===== src/rtl/assert_macros.svh =====
`ifndef ASSERT_MACROS_SVH
`define ASSERT_MACROS_SVH

// Check that a condition implies another in the same cycle.
`define DTTN_ASSERT_IMP(lbl, clk, rstn, ante, cons) \
    lbl: assert property (@(posedge clk) disable iff (!rstn) (ante) |-> (cons)) \
        else $error("dttn assertion failed");

// Check that a condition implies another in the next cycle.
`define DTTN_ASSERT_NXT(lbl, clk, rstn, ante, cons) \
    lbl: assert property (@(posedge clk) disable iff (!rstn) (ante) |=> (cons)) \
        else $error("dttn assertion failed");

`endif


===== src/rtl/dttn_pkg.sv =====
`default_nettype none

package dttn_pkg;

    // Fraction digits kept in real mode (0 to 6)
    localparam int MAX_FRAC_DIGITS = 6;
    localparam int FRAC_DIGITS_CAP = 6;

    // Field and datapath widths
    localparam int ACC_W   = 64;
    localparam int FRAC_W  = 20;
    localparam int FDIG_W  = 3;
    localparam int QUO_W   = 17;
    localparam int CNT_W   = 5;
    localparam int MAG_W   = 34;

    // Character codes
    localparam logic [7:0] CH_PLUS  = 8'h2B;
    localparam logic [7:0] CH_MINUS = 8'h2D;
    localparam logic [7:0] CH_POINT = 8'h2E;
    localparam logic [7:0] CH_ZERO  = 8'h30;
    localparam logic [7:0] CH_NINE  = 8'h39;

    // Token kinds
    localparam logic KIND_INT  = 1'b0;
    localparam logic KIND_REAL = 1'b1;

    // Range limits
    localparam logic [ACC_W-1:0] INT_POS_LIMIT  = 64'h7FFF_FFFF_FFFF_FFFF;
    localparam logic [ACC_W-1:0] INT_NEG_LIMIT  = 64'h8000_0000_0000_0000;
    localparam logic [ACC_W-1:0] WHOLE_LIMIT    = 64'd32768;
    localparam logic [MAG_W-1:0] REAL_POS_LIMIT = 34'h0_7FFF_FFFF;
    localparam logic [MAG_W-1:0] REAL_NEG_LIMIT = 34'h0_8000_0000;

    // Controller states
    typedef enum logic [1:0] {
        ST_RUN,
        ST_PREP,
        ST_DIV,
        ST_FIN
    } t_state;

    // Controller to datapath commands
    typedef struct packed {
        logic take;
        logic div_load;
        logic div_step;
        logic load;
    } t_dp_cmd;

    // Datapath to controller status
    typedef struct packed {
        logic div_done;
    } t_dp_status;

    // Scale for a count of kept fraction digits
    function automatic logic [FRAC_W-1:0] pow_ten(input logic [FDIG_W-1:0] idx);
        logic [FRAC_W-1:0] p;
        case (idx)
            3'd0:    p = 20'd1;
            3'd1:    p = 20'd10;
            3'd2:    p = 20'd100;
            3'd3:    p = 20'd1000;
            3'd4:    p = 20'd10000;
            3'd5:    p = 20'd100000;
            default: p = 20'd1000000;
        endcase
        return p;
    endfunction

endpackage

`default_nettype wire


===== src/rtl/dttn_if.sv =====
`default_nettype none

// Input byte channel
interface dttn_in_if;
    logic       valid;
    logic       ready;
    logic       kind;
    logic [7:0] char_byte;
    logic       first;
    logic       last;

    modport source (output valid, output kind, output char_byte, output first,
                    output last, input ready);
    modport sink   (input valid, input kind, input char_byte, input first,
                    input last, output ready);
endinterface

// Result channel
interface dttn_out_if;
    logic               valid;
    logic               ready;
    logic               ok;
    logic signed [63:0] number;

    modport source (output valid, output ok, output number, input ready);
    modport sink   (input valid, input ok, input number, output ready);
endinterface

`default_nettype wire


===== src/rtl/decimal_token_to_number.sv =====
// One byte per cycle is accepted, except while input is stalled as described below.
// An integer token's last byte goes to the finish state, which loads the result; a real token's
// last byte first passes the prepare state and the 17-step bit-serial fraction divider.
// Input stalls only from a last byte until its result enters the output register.
// Reset (synchronous, active low) clears the token state, controller and output valid.
`default_nettype none

`include "assert_macros.svh"

module decimal_token_to_number
    import dttn_pkg::*;
(
    input  logic          i_clk,
    input  logic          i_rst_n,
    dttn_in_if.sink       i_in,
    dttn_out_if.source    o_out
);

    t_dp_cmd    cmd;
    t_dp_status status;
    logic       in_ready;
    logic       out_valid;
    logic       res_ok;
    logic signed [63:0] res_number;

    // Sequence byte intake, division and result loading
    dttn_ctrl u_ctrl (
        .i_clk       (i_clk),
        .i_rst_n     (i_rst_n),
        .i_in_valid  (i_in.valid),
        .i_in_kind   (i_in.kind),
        .i_in_last   (i_in.last),
        .o_in_ready  (in_ready),
        .i_out_ready (o_out.ready),
        .o_out_valid (out_valid),
        .i_status    (status),
        .o_cmd       (cmd)
    );

    // Accumulate digits, divide and convert
    dttn_dp u_dp (
        .i_clk       (i_clk),
        .i_rst_n     (i_rst_n),
        .i_cmd       (cmd),
        .i_kind      (i_in.kind),
        .i_char_byte (i_in.char_byte),
        .i_first     (i_in.first),
        .o_status    (status),
        .o_ok        (res_ok),
        .o_number    (res_number)
    );

    assign i_in.ready   = in_ready;
    assign o_out.valid  = out_valid;
    assign o_out.ok     = res_ok;
    assign o_out.number = res_number;

    // A last byte stalls intake until its result is stored
    `DTTN_ASSERT_NXT(a_last_stalls, i_clk, i_rst_n, i_in.valid && i_in.ready && i_in.last, !i_in.ready)
    // A failed conversion carries a zero number
    `DTTN_ASSERT_IMP(a_fail_zero, i_clk, i_rst_n, o_out.valid && !o_out.ok, o_out.number == 64'sd0)
    // A result loads only into a free output register
    `DTTN_ASSERT_IMP(a_load_free, i_clk, i_rst_n, cmd.load, !o_out.valid || o_out.ready)

endmodule

`default_nettype wire


===== src/rtl/dttn_ctrl.sv =====
`default_nettype none

module dttn_ctrl
    import dttn_pkg::*;
(
    input  logic       i_clk,
    input  logic       i_rst_n,
    input  logic       i_in_valid,
    input  logic       i_in_kind,
    input  logic       i_in_last,
    output logic       o_in_ready,
    input  logic       i_out_ready,
    output logic       o_out_valid,
    input  t_dp_status i_status,
    output t_dp_cmd    o_cmd
);

    t_state r_state, n_state;
    logic   r_out_valid, n_out_valid;
    logic   out_free;
    logic   take;

    assign out_free = !r_out_valid || i_out_ready;
    assign take     = i_in_valid && (r_state == ST_RUN);

    // Next state
    always_comb begin
        n_state = r_state;
        case (r_state)
            ST_RUN: begin
                if (take && i_in_last) begin
                    n_state = (i_in_kind == KIND_REAL) ? ST_PREP : ST_FIN;
                end
            end
            ST_PREP: n_state = ST_DIV;
            ST_DIV: begin
                if (i_status.div_done) begin
                    n_state = ST_FIN;
                end
            end
            ST_FIN: begin
                if (out_free) begin
                    n_state = ST_RUN;
                end
            end
            default: n_state = ST_RUN;
        endcase
    end

    // Commands
    always_comb begin
        o_in_ready     = 1'b0;
        o_cmd.take     = 1'b0;
        o_cmd.div_load = 1'b0;
        o_cmd.div_step = 1'b0;
        o_cmd.load     = 1'b0;
        case (r_state)
            ST_RUN: begin
                o_in_ready = 1'b1;
                o_cmd.take = take;
            end
            ST_PREP: o_cmd.div_load = 1'b1;
            ST_DIV:  o_cmd.div_step = !i_status.div_done;
            ST_FIN:  o_cmd.load     = out_free;
            default: o_in_ready     = 1'b0;
        endcase
    end

    // Hold the result until taken
    always_comb begin
        n_out_valid = r_out_valid;
        if (o_cmd.load) begin
            n_out_valid = 1'b1;
        end else if (i_out_ready) begin
            n_out_valid = 1'b0;
        end
    end

    always_ff @(posedge i_clk) begin
        if (!i_rst_n) begin
            r_state     <= ST_RUN;
            r_out_valid <= 1'b0;
        end else begin
            r_state     <= n_state;
            r_out_valid <= n_out_valid;
        end
    end

    assign o_out_valid = r_out_valid;

endmodule

`default_nettype wire


===== src/rtl/dttn_dp.sv =====
`default_nettype none

module dttn_dp
    import dttn_pkg::*;
(
    input  logic               i_clk,
    input  logic               i_rst_n,
    input  t_dp_cmd            i_cmd,
    input  logic               i_kind,
    input  logic [7:0]         i_char_byte,
    input  logic               i_first,
    output t_dp_status         o_status,
    output logic               o_ok,
    output logic signed [63:0] o_number
);

    // Token state
    logic              r_neg, n_neg;
    logic [ACC_W-1:0]  r_acc, n_acc;
    logic [FRAC_W-1:0] r_frac, n_frac;
    logic [FDIG_W-1:0] r_fdig, n_fdig;
    logic              r_point, n_point;
    logic              r_digit, n_digit;
    logic              r_bad, n_bad;
    logic              r_kind;

    // Divider
    logic [FRAC_W-1:0] r_rem, n_rem;
    logic [QUO_W-1:0]  r_quo, n_quo;
    logic [FRAC_W-1:0] r_scale;
    logic [CNT_W-1:0]  r_cnt, n_cnt;

    // Result register
    logic               r_ok;
    logic signed [63:0] r_number;

    // Byte step working values
    logic              b_neg;
    logic [ACC_W-1:0]  b_acc;
    logic [FRAC_W-1:0] b_frac;
    logic [FDIG_W-1:0] b_fdig;
    logic              b_point, b_digit, b_bad;
    logic [3:0]        dig;
    logic [ACC_W+3:0]  prod;
    logic [ACC_W+3:0]  int_limit;
    logic [FRAC_W+3:0] frac_prod;
    logic              is_sign, is_digit;

    assign is_sign  = (i_char_byte == CH_PLUS) || (i_char_byte == CH_MINUS);
    assign is_digit = (i_char_byte >= CH_ZERO) && (i_char_byte <= CH_NINE);
    assign dig      = 4'(i_char_byte - CH_ZERO);

    // Start from cleared state on the first byte
    always_comb begin
        b_neg   = i_first ? 1'b0 : r_neg;
        b_acc   = i_first ? '0 : r_acc;
        b_frac  = i_first ? '0 : r_frac;
        b_fdig  = i_first ? '0 : r_fdig;
        b_point = i_first ? 1'b0 : r_point;
        b_digit = i_first ? 1'b0 : r_digit;
        b_bad   = i_first ? 1'b0 : r_bad;
    end

    assign prod      = ({4'b0, b_acc} << 3) + ({4'b0, b_acc} << 1) + {{ACC_W{1'b0}}, dig};
    assign int_limit = {4'b0, (b_neg ? INT_NEG_LIMIT : INT_POS_LIMIT)};
    assign frac_prod = ({4'b0, b_frac} << 3) + ({4'b0, b_frac} << 1)
                     + {{FRAC_W{1'b0}}, dig};

    // Apply one byte to the token state
    always_comb begin
        n_neg   = r_neg;
        n_acc   = r_acc;
        n_frac  = r_frac;
        n_fdig  = r_fdig;
        n_point = r_point;
        n_digit = r_digit;
        n_bad   = r_bad;
        if (i_cmd.take) begin
            n_neg   = b_neg;
            n_acc   = b_acc;
            n_frac  = b_frac;
            n_fdig  = b_fdig;
            n_point = b_point;
            n_digit = b_digit;
            n_bad   = b_bad;
            if (!b_bad) begin
                if (i_first && is_sign) begin
                    n_neg = (i_char_byte == CH_MINUS);
                end else if (i_kind == KIND_REAL && i_char_byte == CH_POINT && !b_point) begin
                    n_point = 1'b1;
                end else if (!is_digit) begin
                    n_bad = 1'b1;
                end else begin
                    n_digit = 1'b1;
                    if (i_kind == KIND_INT) begin
                        if (prod > int_limit) begin
                            n_bad = 1'b1;
                        end else begin
                            n_acc = prod[ACC_W-1:0];
                        end
                    end else if (!b_point) begin
                        if (b_acc > WHOLE_LIMIT) begin
                            n_bad = 1'b1;
                        end else begin
                            n_acc = prod[ACC_W-1:0];
                        end
                    end else if (b_fdig < FDIG_W'(MAX_FRAC_DIGITS)
                                 && b_fdig < FDIG_W'(FRAC_DIGITS_CAP)) begin
                        n_frac = frac_prod[FRAC_W-1:0];
                        n_fdig = b_fdig + FDIG_W'(1);
                    end
                end
            end
        end else if (i_cmd.load) begin
            // Drop the token once its result is stored
            n_neg   = 1'b0;
            n_acc   = '0;
            n_frac  = '0;
            n_fdig  = '0;
            n_point = 1'b0;
            n_digit = 1'b0;
            n_bad   = 1'b0;
        end
    end

    // Restoring divider for the rounded fraction
    logic [FRAC_W-1:0] ld_scale;
    logic [36:0]       ld_num;
    logic [FRAC_W:0]   trial;
    logic [FRAC_W:0]   trial_sub;

    assign ld_scale  = pow_ten(r_fdig);
    assign ld_num    = {1'b0, r_frac, 16'b0} + {17'b0, 1'b0, ld_scale[FRAC_W-1:1]};
    assign trial     = {r_rem, r_quo[QUO_W-1]};
    assign trial_sub = trial - {1'b0, r_scale};

    always_comb begin
        n_rem = r_rem;
        n_quo = r_quo;
        n_cnt = r_cnt;
        if (i_cmd.div_load) begin
            n_rem = ld_num[36:QUO_W];
            n_quo = ld_num[QUO_W-1:0];
            n_cnt = CNT_W'(QUO_W);
        end else if (i_cmd.div_step) begin
            if (trial >= {1'b0, r_scale}) begin
                n_rem = trial_sub[FRAC_W-1:0];
                n_quo = {r_quo[QUO_W-2:0], 1'b1};
            end else begin
                n_rem = trial[FRAC_W-1:0];
                n_quo = {r_quo[QUO_W-2:0], 1'b0};
            end
            n_cnt = r_cnt - CNT_W'(1);
        end
    end

    assign o_status.div_done = (r_cnt == '0);

    // Final conversion
    logic               f_ok;
    logic signed [63:0] f_number;
    logic [MAG_W-1:0]   mag;
    logic [MAG_W-1:0]   real_limit;

    assign mag        = {r_acc[17:0], 16'b0} + {{(MAG_W-QUO_W){1'b0}}, r_quo};
    assign real_limit = r_neg ? REAL_NEG_LIMIT : REAL_POS_LIMIT;

    always_comb begin
        f_ok     = !r_bad && r_digit;
        f_number = '0;
        if (r_kind == KIND_INT) begin
            f_number = r_neg ? -$signed(r_acc) : $signed(r_acc);
        end else begin
            if (r_acc > WHOLE_LIMIT || mag > real_limit) begin
                f_ok = 1'b0;
            end
            f_number = $signed({30'b0, mag});
            if (r_neg) begin
                f_number = -f_number;
            end
        end
        if (!f_ok) begin
            f_number = '0;
        end
    end

    always_ff @(posedge i_clk) begin
        if (!i_rst_n) begin
            r_neg   <= 1'b0;
            r_acc   <= '0;
            r_frac  <= '0;
            r_fdig  <= '0;
            r_point <= 1'b0;
            r_digit <= 1'b0;
            r_bad   <= 1'b0;
            r_cnt   <= '0;
        end else begin
            r_neg   <= n_neg;
            r_acc   <= n_acc;
            r_frac  <= n_frac;
            r_fdig  <= n_fdig;
            r_point <= n_point;
            r_digit <= n_digit;
            r_bad   <= n_bad;
            r_cnt   <= n_cnt;
        end
    end

    // Payload registers
    always_ff @(posedge i_clk) begin
        r_rem <= n_rem;
        r_quo <= n_quo;
        if (i_cmd.take) begin
            r_kind <= i_kind;
        end
        if (i_cmd.div_load) begin
            r_scale <= ld_scale;
        end
        if (i_cmd.load) begin
            r_ok     <= f_ok;
            r_number <= f_number;
        end
    end

    assign o_ok     = r_ok;
    assign o_number = r_number;

endmodule

`default_nettype wire

===== src/flat_wrapper.sv =====
// flat-port wrapper written by rule: the top's interface ports become plain ports
module decimal_token_to_number_flat import dttn_pkg::*;
  (i_clk, i_rst_n, i_in_valid, i_in_kind, i_in_char_byte, i_in_first, i_in_last, i_in_ready, o_out_valid, o_out_ok, o_out_number, o_out_ready);
  dttn_in_if i_in_i ();
  dttn_out_if o_out_i ();
  input  logic i_clk;
  input  logic i_rst_n;
  input wire logic [$bits(i_in_i.valid)-1:0] i_in_valid;
  input wire logic [$bits(i_in_i.kind)-1:0] i_in_kind;
  input wire logic [$bits(i_in_i.char_byte)-1:0] i_in_char_byte;
  input wire logic [$bits(i_in_i.first)-1:0] i_in_first;
  input wire logic [$bits(i_in_i.last)-1:0] i_in_last;
  output wire logic [$bits(i_in_i.ready)-1:0] i_in_ready;
  output wire logic [$bits(o_out_i.valid)-1:0] o_out_valid;
  output wire logic [$bits(o_out_i.ok)-1:0] o_out_ok;
  output wire logic [$bits(o_out_i.number)-1:0] o_out_number;
  input wire logic [$bits(o_out_i.ready)-1:0] o_out_ready;
  assign i_in_i.valid = i_in_valid;
  assign i_in_i.kind = i_in_kind;
  assign i_in_i.char_byte = i_in_char_byte;
  assign i_in_i.first = i_in_first;
  assign i_in_i.last = i_in_last;
  assign i_in_ready = i_in_i.ready;
  assign o_out_valid = o_out_i.valid;
  assign o_out_ok = o_out_i.ok;
  assign o_out_number = o_out_i.number;
  assign o_out_i.ready = o_out_ready;
  decimal_token_to_number u_core (.i_clk(i_clk), .i_rst_n(i_rst_n), .i_in(i_in_i), .o_out(o_out_i));
endmodule

===== config.mk =====
export PLATFORM = sky130hd
export DESIGN_NAME = decimal_token_to_number_flat
export DESIGN_NICKNAME = d
export VERILOG_FILES = /design/src/rtl/dttn_pkg.sv /design/src/rtl/dttn_if.sv /design/src/rtl/decimal_token_to_number.sv /design/src/rtl/dttn_ctrl.sv /design/src/rtl/dttn_dp.sv /design/src/flat_wrapper.sv
export VERILOG_INCLUDE_DIRS = /design/src /design/src/rtl
export SDC_FILE = /design/constraint.sdc
export NUM_CORES = 1
export LEC_CHECK = 0
export ABC_AREA = 1
export CORE_ASPECT_RATIO = 0.8
export CORE_MARGIN = 2
export CORE_UTILIZATION = 45
export DETAILED_ROUTE_END_ITERATION = 6
export DONT_BUFFER_PORTS = 1
export PLACE_DENSITY_LB_ADDON = 0.2
export SKIP_LAST_GASP = 1
export SYNTH_ARGS = -nofsm -noshare
export SYNTH_HDL_FRONTEND = slang
export SYNTH_SLANG_ARGS = --single-unit

===== constraint.sdc =====
create_clock -name i_clk -period 12 [get_ports i_clk]
set_input_delay 1.2 -clock i_clk [delete_from_list [all_inputs] [get_ports i_clk]]
set_output_delay 1.2 -clock i_clk [all_outputs]
set_load 0.02 [all_outputs]

== Yosys cells after proc, flatten, opt, wreduce, memory -nomap -nowiden ==
Index checks and enable logic that the tools add are counted.

* Register bits: 222
* Latch bits: 0
* RAM bits: 0
* Bits in read-only memories: 0
* Bits of input ports: 15
* Output and inout port bits: 67
* Word-level logic and storage cells: 159
* Memories: 0

* Add/sub/neg operators: 12
* $mul: 0
* Div/mod/pow operators: 0
* $lt $le $gt $ge: 8
* Equal/unequal tests: 14
* Shift-type cells: 0
* Multiplexer cells: 85
* Bitwise gates (word level): 1
* Reduce and logical (&&, ||, !) cells: 22

{| class="wikitable"
|+ Operator list
! cell !! count
|-
| two-way mux 64 bit || 15
|-
| two-way mux 20 bit || 13
|-
| > comparator 64 x 16 -> 1 bit, second input constant || 2
|-
| one-hot mux 20 bit (6 select lines) || 1
|-
| adder 67 x 65 -> 68 bit || 1
|-
| adder 68 x 4 -> 68 bit || 1
|-
| > comparator 68 x 64 -> 1 bit || 1
|-
| negation 34 -> 64 bit || 1
|-
| negation 64 bit || 1
|-
| adder 36 x 19 -> 37 bit || 1
|-
| two-way mux 1 bit || 36
|-
| adder 34 x 17 -> 34 bit || 1
|-
| > comparator 34 x 32 -> 1 bit || 1
|-
| two-way mux 17 bit || 2
|-
| two-way mux 32 bit || 1
|-
| two-way mux 3 bit || 10
|-
| == test 8 x 6 -> 1 bit, second input constant || 3
|-
| greater-or-equal comparator 21 x 20 -> 1 bit || 1
|-
| adder 20 bit || 1
|-
| adder 20 x 4 -> 20 bit || 1
|-
| subtractor 20 bit || 1
|-
| two-way mux 5 bit || 2
|-
| greater-or-equal comparator 8 x 6 -> 1 bit, second input constant || 1
|-
| <= comparator 8 x 6 -> 1 bit, second input constant || 1
|-
| 23 further kinds || 43
|}

== Depth between registers and ports, before layout ==
* Depth in word-level cells: 11
* Gate-level depth with buffers: 44
* Mapped depth without buffers: 42

== Modules after synthesis ==
From an unflattened synthesis, not the netlist that was laid out.

* Cells, all modules: 4045
* Area total of the unflattened synthesis: 25328.0 um2

{| class="wikitable"
|+ By module, submodules not included
! module !! times used !! cells an instance !! area an instance (um2) !! seq. area each (um2)
|-
| dttn_dp || 1 || 4007 || 25062.8 || 5435.2
|-
| dttn_ctrl || 1 || 38 || 265.3 || 60.1
|}

== Least setup slack after synthesis ==
Ideal clock, no wire load.

* Kind: input-to-reg
* Start: in i_in_first
* End: reg u_core.u_dp.r_acc[36]
* Data arrival time: 6.585 ns
* Required time: 11.930 ns
* Setup slack: 5.345 ns
* Stages on the path: 26
* Path through: buf_2 buf_2 buf_1 buf_1 nor2_1 ha_1 nand2_1 inv_1 nand2_1 nor3_1 nand2_1 nor3_1 nand2_1 nand3_1 nand2_1 nand2_1 nand2_1 nand2_1 nand2_1 nand2_2 buf_6 buf_2 nor2_1 o21ai_1 nand2_1 a21oi_1

* Word-level cells in the longest chain between the ends: 11
* Elaborated cells between the ends (all ways): 21
* Those cells by class: 2 x add/sub; 2 x order compare; 14 x mux; 3 x reduce/logical

{| class="wikitable"
|+ Ends and longest elaborated chain
! what !! line !! RTL
|-
| from (decl) || flat_wrapper.sv:11 || <nowiki>input wire logic [$bits(i_in_i.first)-1:0] i_in_first;</nowiki>
|-
| two-way mux 64 bit || dttn_dp.sv:56 || <nowiki>b_acc = i_first ? '0 : r_acc;</nowiki>
|-
| adder 67 x 65 -> 68 bit || dttn_dp.sv:64 || <nowiki>assign prod = ({4'b0, b_acc} << 3) + ({4'b0, b_acc} << 1) + {{ACC_W{1'b0}}, dig};</nowiki>
|-
| adder 68 x 4 -> 68 bit || dttn_dp.sv:64 ||
|-
| > comparator 68 x 64 -> 1 bit / two-way mux 64 bit (equally long branches) || dttn_dp.sv:96, dttn_dp.sv:102 ||
|-
| two-way mux 64 bit, on equally long branches || dttn_dp.sv:96, dttn_dp.sv:101 ||
|-
| two-way mux 64 bit || dttn_dp.sv:95 || <nowiki>if (i_kind == KIND_INT) begin</nowiki>
|-
| two-way mux 64 bit || dttn_dp.sv:91 || <nowiki>end else if (!is_digit) begin</nowiki>
|-
| two-way mux 64 bit || dttn_dp.sv:89 || <nowiki>end else if (i_kind == KIND_REAL && i_char_byte == CH_POINT && !b_point) begin</nowiki>
|-
| two-way mux 64 bit || dttn_dp.sv:87 || <nowiki>if (i_first && is_sign) begin</nowiki>
|-
| two-way mux 64 bit * || dttn_dp.sv:86 || <nowiki>if (!b_bad) begin</nowiki>
|-
| two-way mux 64 bit * || dttn_dp.sv:78 || <nowiki>if (i_cmd.take) begin</nowiki>
|-
| to (signal assigned) || dttn_dp.sv:199 || <nowiki>r_acc <= n_acc;</nowiki>
|-
| to (decl) || dttn_dp.sv:19 || <nowiki>logic [ACC_W-1:0] r_acc, n_acc;</nowiki>
|}

Mark *: on every way between the ends. The rest lies on a longest branch, timed or not.
A chain may end at the register's enable or synchronous reset.

== Final worst setup path ==
* Start: in i_in_first
* End: reg u_core.u_dp.r_acc[13]

The elaborated chain is that of the path after synthesis.

==> flow_summary.ini <==
[status]
status = finished clean

[timing]
setup_ws_ps = 5200
fmax_ghz = 0.147
rsz0062_at_grt = no
setup_violations = 0
min_period_over_period = 0.566
finalHoldViolCount = 0
worst_pin_slew_ps = 1250
holdWs_ps = 464
final.setup.tns_ps = 0
finalMaxSlewViolations = 0
fin_crit_ps = 6800
finalClockSkew_ps = 19.7
relSlewSlack = 0.168

[worst_setup_path]
critPathTopFamily = simple AND/OR/NAND/NOR gates
critical_path.slowest_cell = nand2_4
critPathKind = in2reg
crit_required_ps = 12390
cp_common_cell = nand2_1
crit_path_start_kind = input port
cp.arrival_ps = 7190
critPathBufInv = 3
crit_fanout = 99
end_kind = flip-flop
critical-path-max-stage-delay_ps = 660

[global_route]
grt_first_pass_wirelength_mm = 152
antenna_found_initial = 2
grt_max_degree = 100
grt_overflow = 0
grt_pass1_vias = 26100
grt.total_usage = 0.310

[die]
start_util = 0.457
die_area_um2 = 61400
core_area_um2 = 58500
rows = 79
io_pins = 82
die_w_um = 277
fp.dieH_um = 222

[drt]
wirelength_mm = 97.9
drt_first_pass_iters = 5
vias = 28800
vias_per_cell = 5.72
ant_nets = 0
drc = 0
drtIter0Drc = 3111
wl_per_cell_um = 19.4

[clock_tree]
cts_tree = built
clk_path_buf_depth = 3
clkTransAtPathRegs_ps = 70
cts_root_buf = clkbuf_16
htree_levels = 1
post_cts_buffers = 0
cts_resized = 0
numCtsBuffers = 23
cts_hold_buf = 0
cts.sinks = 216
clock_latency_ps = 550

[finish]
drive_above_1_share = 0.0366
layout_commonest_cell = nand2_1
area_delta_synth_final_pct = 4.89
antennaDiodeCount = 0
final_util = 0.480
nNetsFinal = 4560
final_cell_mix = nand2_1 (1094), inv_1 (544), nor2_1 (499)

[pwr]
intPower_w = 0.00196
leakage_nw = 13.6
p_comb_frac = 0.488
seq_power_share = 0.309
netSwitchingFraction = 0.475
powerDensity_nw_per_um2 = 133
p_switching_w = 0.00178
clkPwrFrac = 0.203
vdd_drop_max_mv = 0.118

[synthesis]
yosysSeqAreaShare = 0.205
synth_warnings = 0
synth_top_family_by_area = simple AND/OR/NAND/NOR gates
synth_simple_gate_area_frac = 0.330
netlist_area_um2 = 26800
synth_compound_area_frac = 0.187
synth-xor-area-share = 0.0340
synth_cells = 4362
synth_cell_types = 61
ys_seq_elements = 216
synthAdderAreaFrac = 0.138
synthArstFlopShare = 0
avgSynthCellArea_um2 = 6.13
syn-num-nets = 4670
synth_ff_type = edfxtp_1
synth_edf_count = 117
muxShareOfSynthArea = 0

[worst_hold_path]
hp-class = reg2reg

[run]
drv_cap = 0

[place]
routabilityCongestion = 0.991
place_ws_ps = 4930
io_buffers = 0
hpwlAfterDp_mm = 74.0
cells by family (layout without fill, tap and decap cells):
logic type                 count (synthesis)  count (layout)
AOI/OAI and AO/OA                        906             906
DFF                                      216             216
buffers and inverters                    737             643
adders and majority gates                293             293
and+or+nand+nor                         2106            2106
xor gates and xnor gates                 104             104
routing by layer:
layer	up-vias	GRT usage	part of all wire
li1	14300	-	-
met1	13100	0.431	0.44
met2	1227	0.488	0.44
met3	230	0.0296	0.071
met4	0	0.136	0.052
met5	-	0	0
power by group through the flow:
stage               logic, W  registers [W]  clock network [W]
floorplan            0.00134        0.00112                  0
global placement     0.00177        0.00117                  0
detailed placement   0.00179        0.00117                  0
CTS                  0.00179        0.00115           0.000762
global route         0.00204        0.00117           0.000796
finish               0.00183        0.00116           0.000760
registers in the layout, summed over array words and instances (netlist names):
name                       count
u_core.u_dp.r_point            1
u_core.u_dp.r_cnt              5
u_core.u_ctrl.r_state          2
u_core.u_dp.r_bad              1
u_core.u_dp.r_fdig             3
u_core.u_dp.r_quo             17
u_core.u_dp.r_rem             20
u_core.u_ctrl.o_out_valid      1
u_core.u_dp.r_neg              1
u_core.u_dp.r_acc             64
u_core.u_dp.r_scale           14
u_core.u_dp.r_frac            20
u_core.u_dp.o_ok               1
u_core.u_dp.r_kind             1
u_core.u_dp.o_number          64
u_core.u_dp.r_digit            1
cell type report:
type | instances | area, um^2
Sequential cell | 216 | 5500
Clock buffer | 28 | 614
Tap cell | 769 | 962
Inverter | 572 | 2150
Timing Repair Buffer | 30 | 225
Multi-Input combinational cell | 3409 | 18500
Clock inverter | 13 | 140
Fill cell | 6270 | 30500
worst min-delay path: cells and delay by family, from the launching register on:
family | cells | cell delay [ps]
AO/OA/AOI/OAI | 1 | 50
AND/OR/NAND/NOR | 1 | 60
flip-flops | 1 | 310
worst paths after layout:
check                                                       start                                 end  slack (ps)  depth (start not counted)
worst max-delay path                                   i_in_first  u_core.u_dp.r_acc[13]$_SDFFE_PN0P_        5200                         31
worst min-delay path            u_core.u_dp.r_cnt[4]$_SDFFE_PN0P_   u_core.u_dp.r_cnt[4]$_SDFFE_PN0P_         460                          2
worst max register to register  u_core.u_dp.r_acc[0]$_SDFFE_PN0P_  u_core.u_dp.r_acc[13]$_SDFFE_PN0P_        5250                         36
worst min register to register  u_core.u_dp.r_cnt[4]$_SDFFE_PN0P_   u_core.u_dp.r_cnt[4]$_SDFFE_PN0P_         460                          2
synthesized netlist by cell type (15+ instances only):
cell | n | area share
nor4_1 | 15 | 0.0035
o21bai_1 | 16 | 0.0045
o211ai_1 | 66 | 0.019
nor3_1 | 68 | 0.013
dfxtp_1 | 99 | 0.074
o21ai_0 | 265 | 0.050
a21oi_1 | 446 | 0.083
buf_2 | 21 | 0.0039
nor2_1 | 503 | 0.071
inv_1 | 546 | 0.077
nand2_1 | 1095 | 0.15
edfxtp_1 | 117 | 0.13
xnor2_1 | 27 | 0.0088
nand3_1 | 306 | 0.057
o21ai_1 | 20 | 0.0037
a211oi_1 | 21 | 0.0059
inv_2 | 21 | 0.0029
nand3b_1 | 21 | 0.0059
ha_1 | 288 | 0.13
clkbuf_1 | 104 | 0.015
buf_1 | 32 | 0.0045
xor2_1 | 77 | 0.025
nand4_1 | 39 | 0.0091
stage by stage:
stage | power, W | std cells | instance area [um^2]
6_report | 0.00375 | 5037 | 28100
5_1_grt | 0.00400 | 5037 | 28100
4_1_cts | 0.00371 | 5037 | 28100
3_5_place_dp | 0.00295 | 4996 | 27300
3_3_place_gp | 0.00294 | 4996 | 27300
2_1_floorplan | 0.00245 | 4362 | 26800
(Power assumes the default switching activity.)
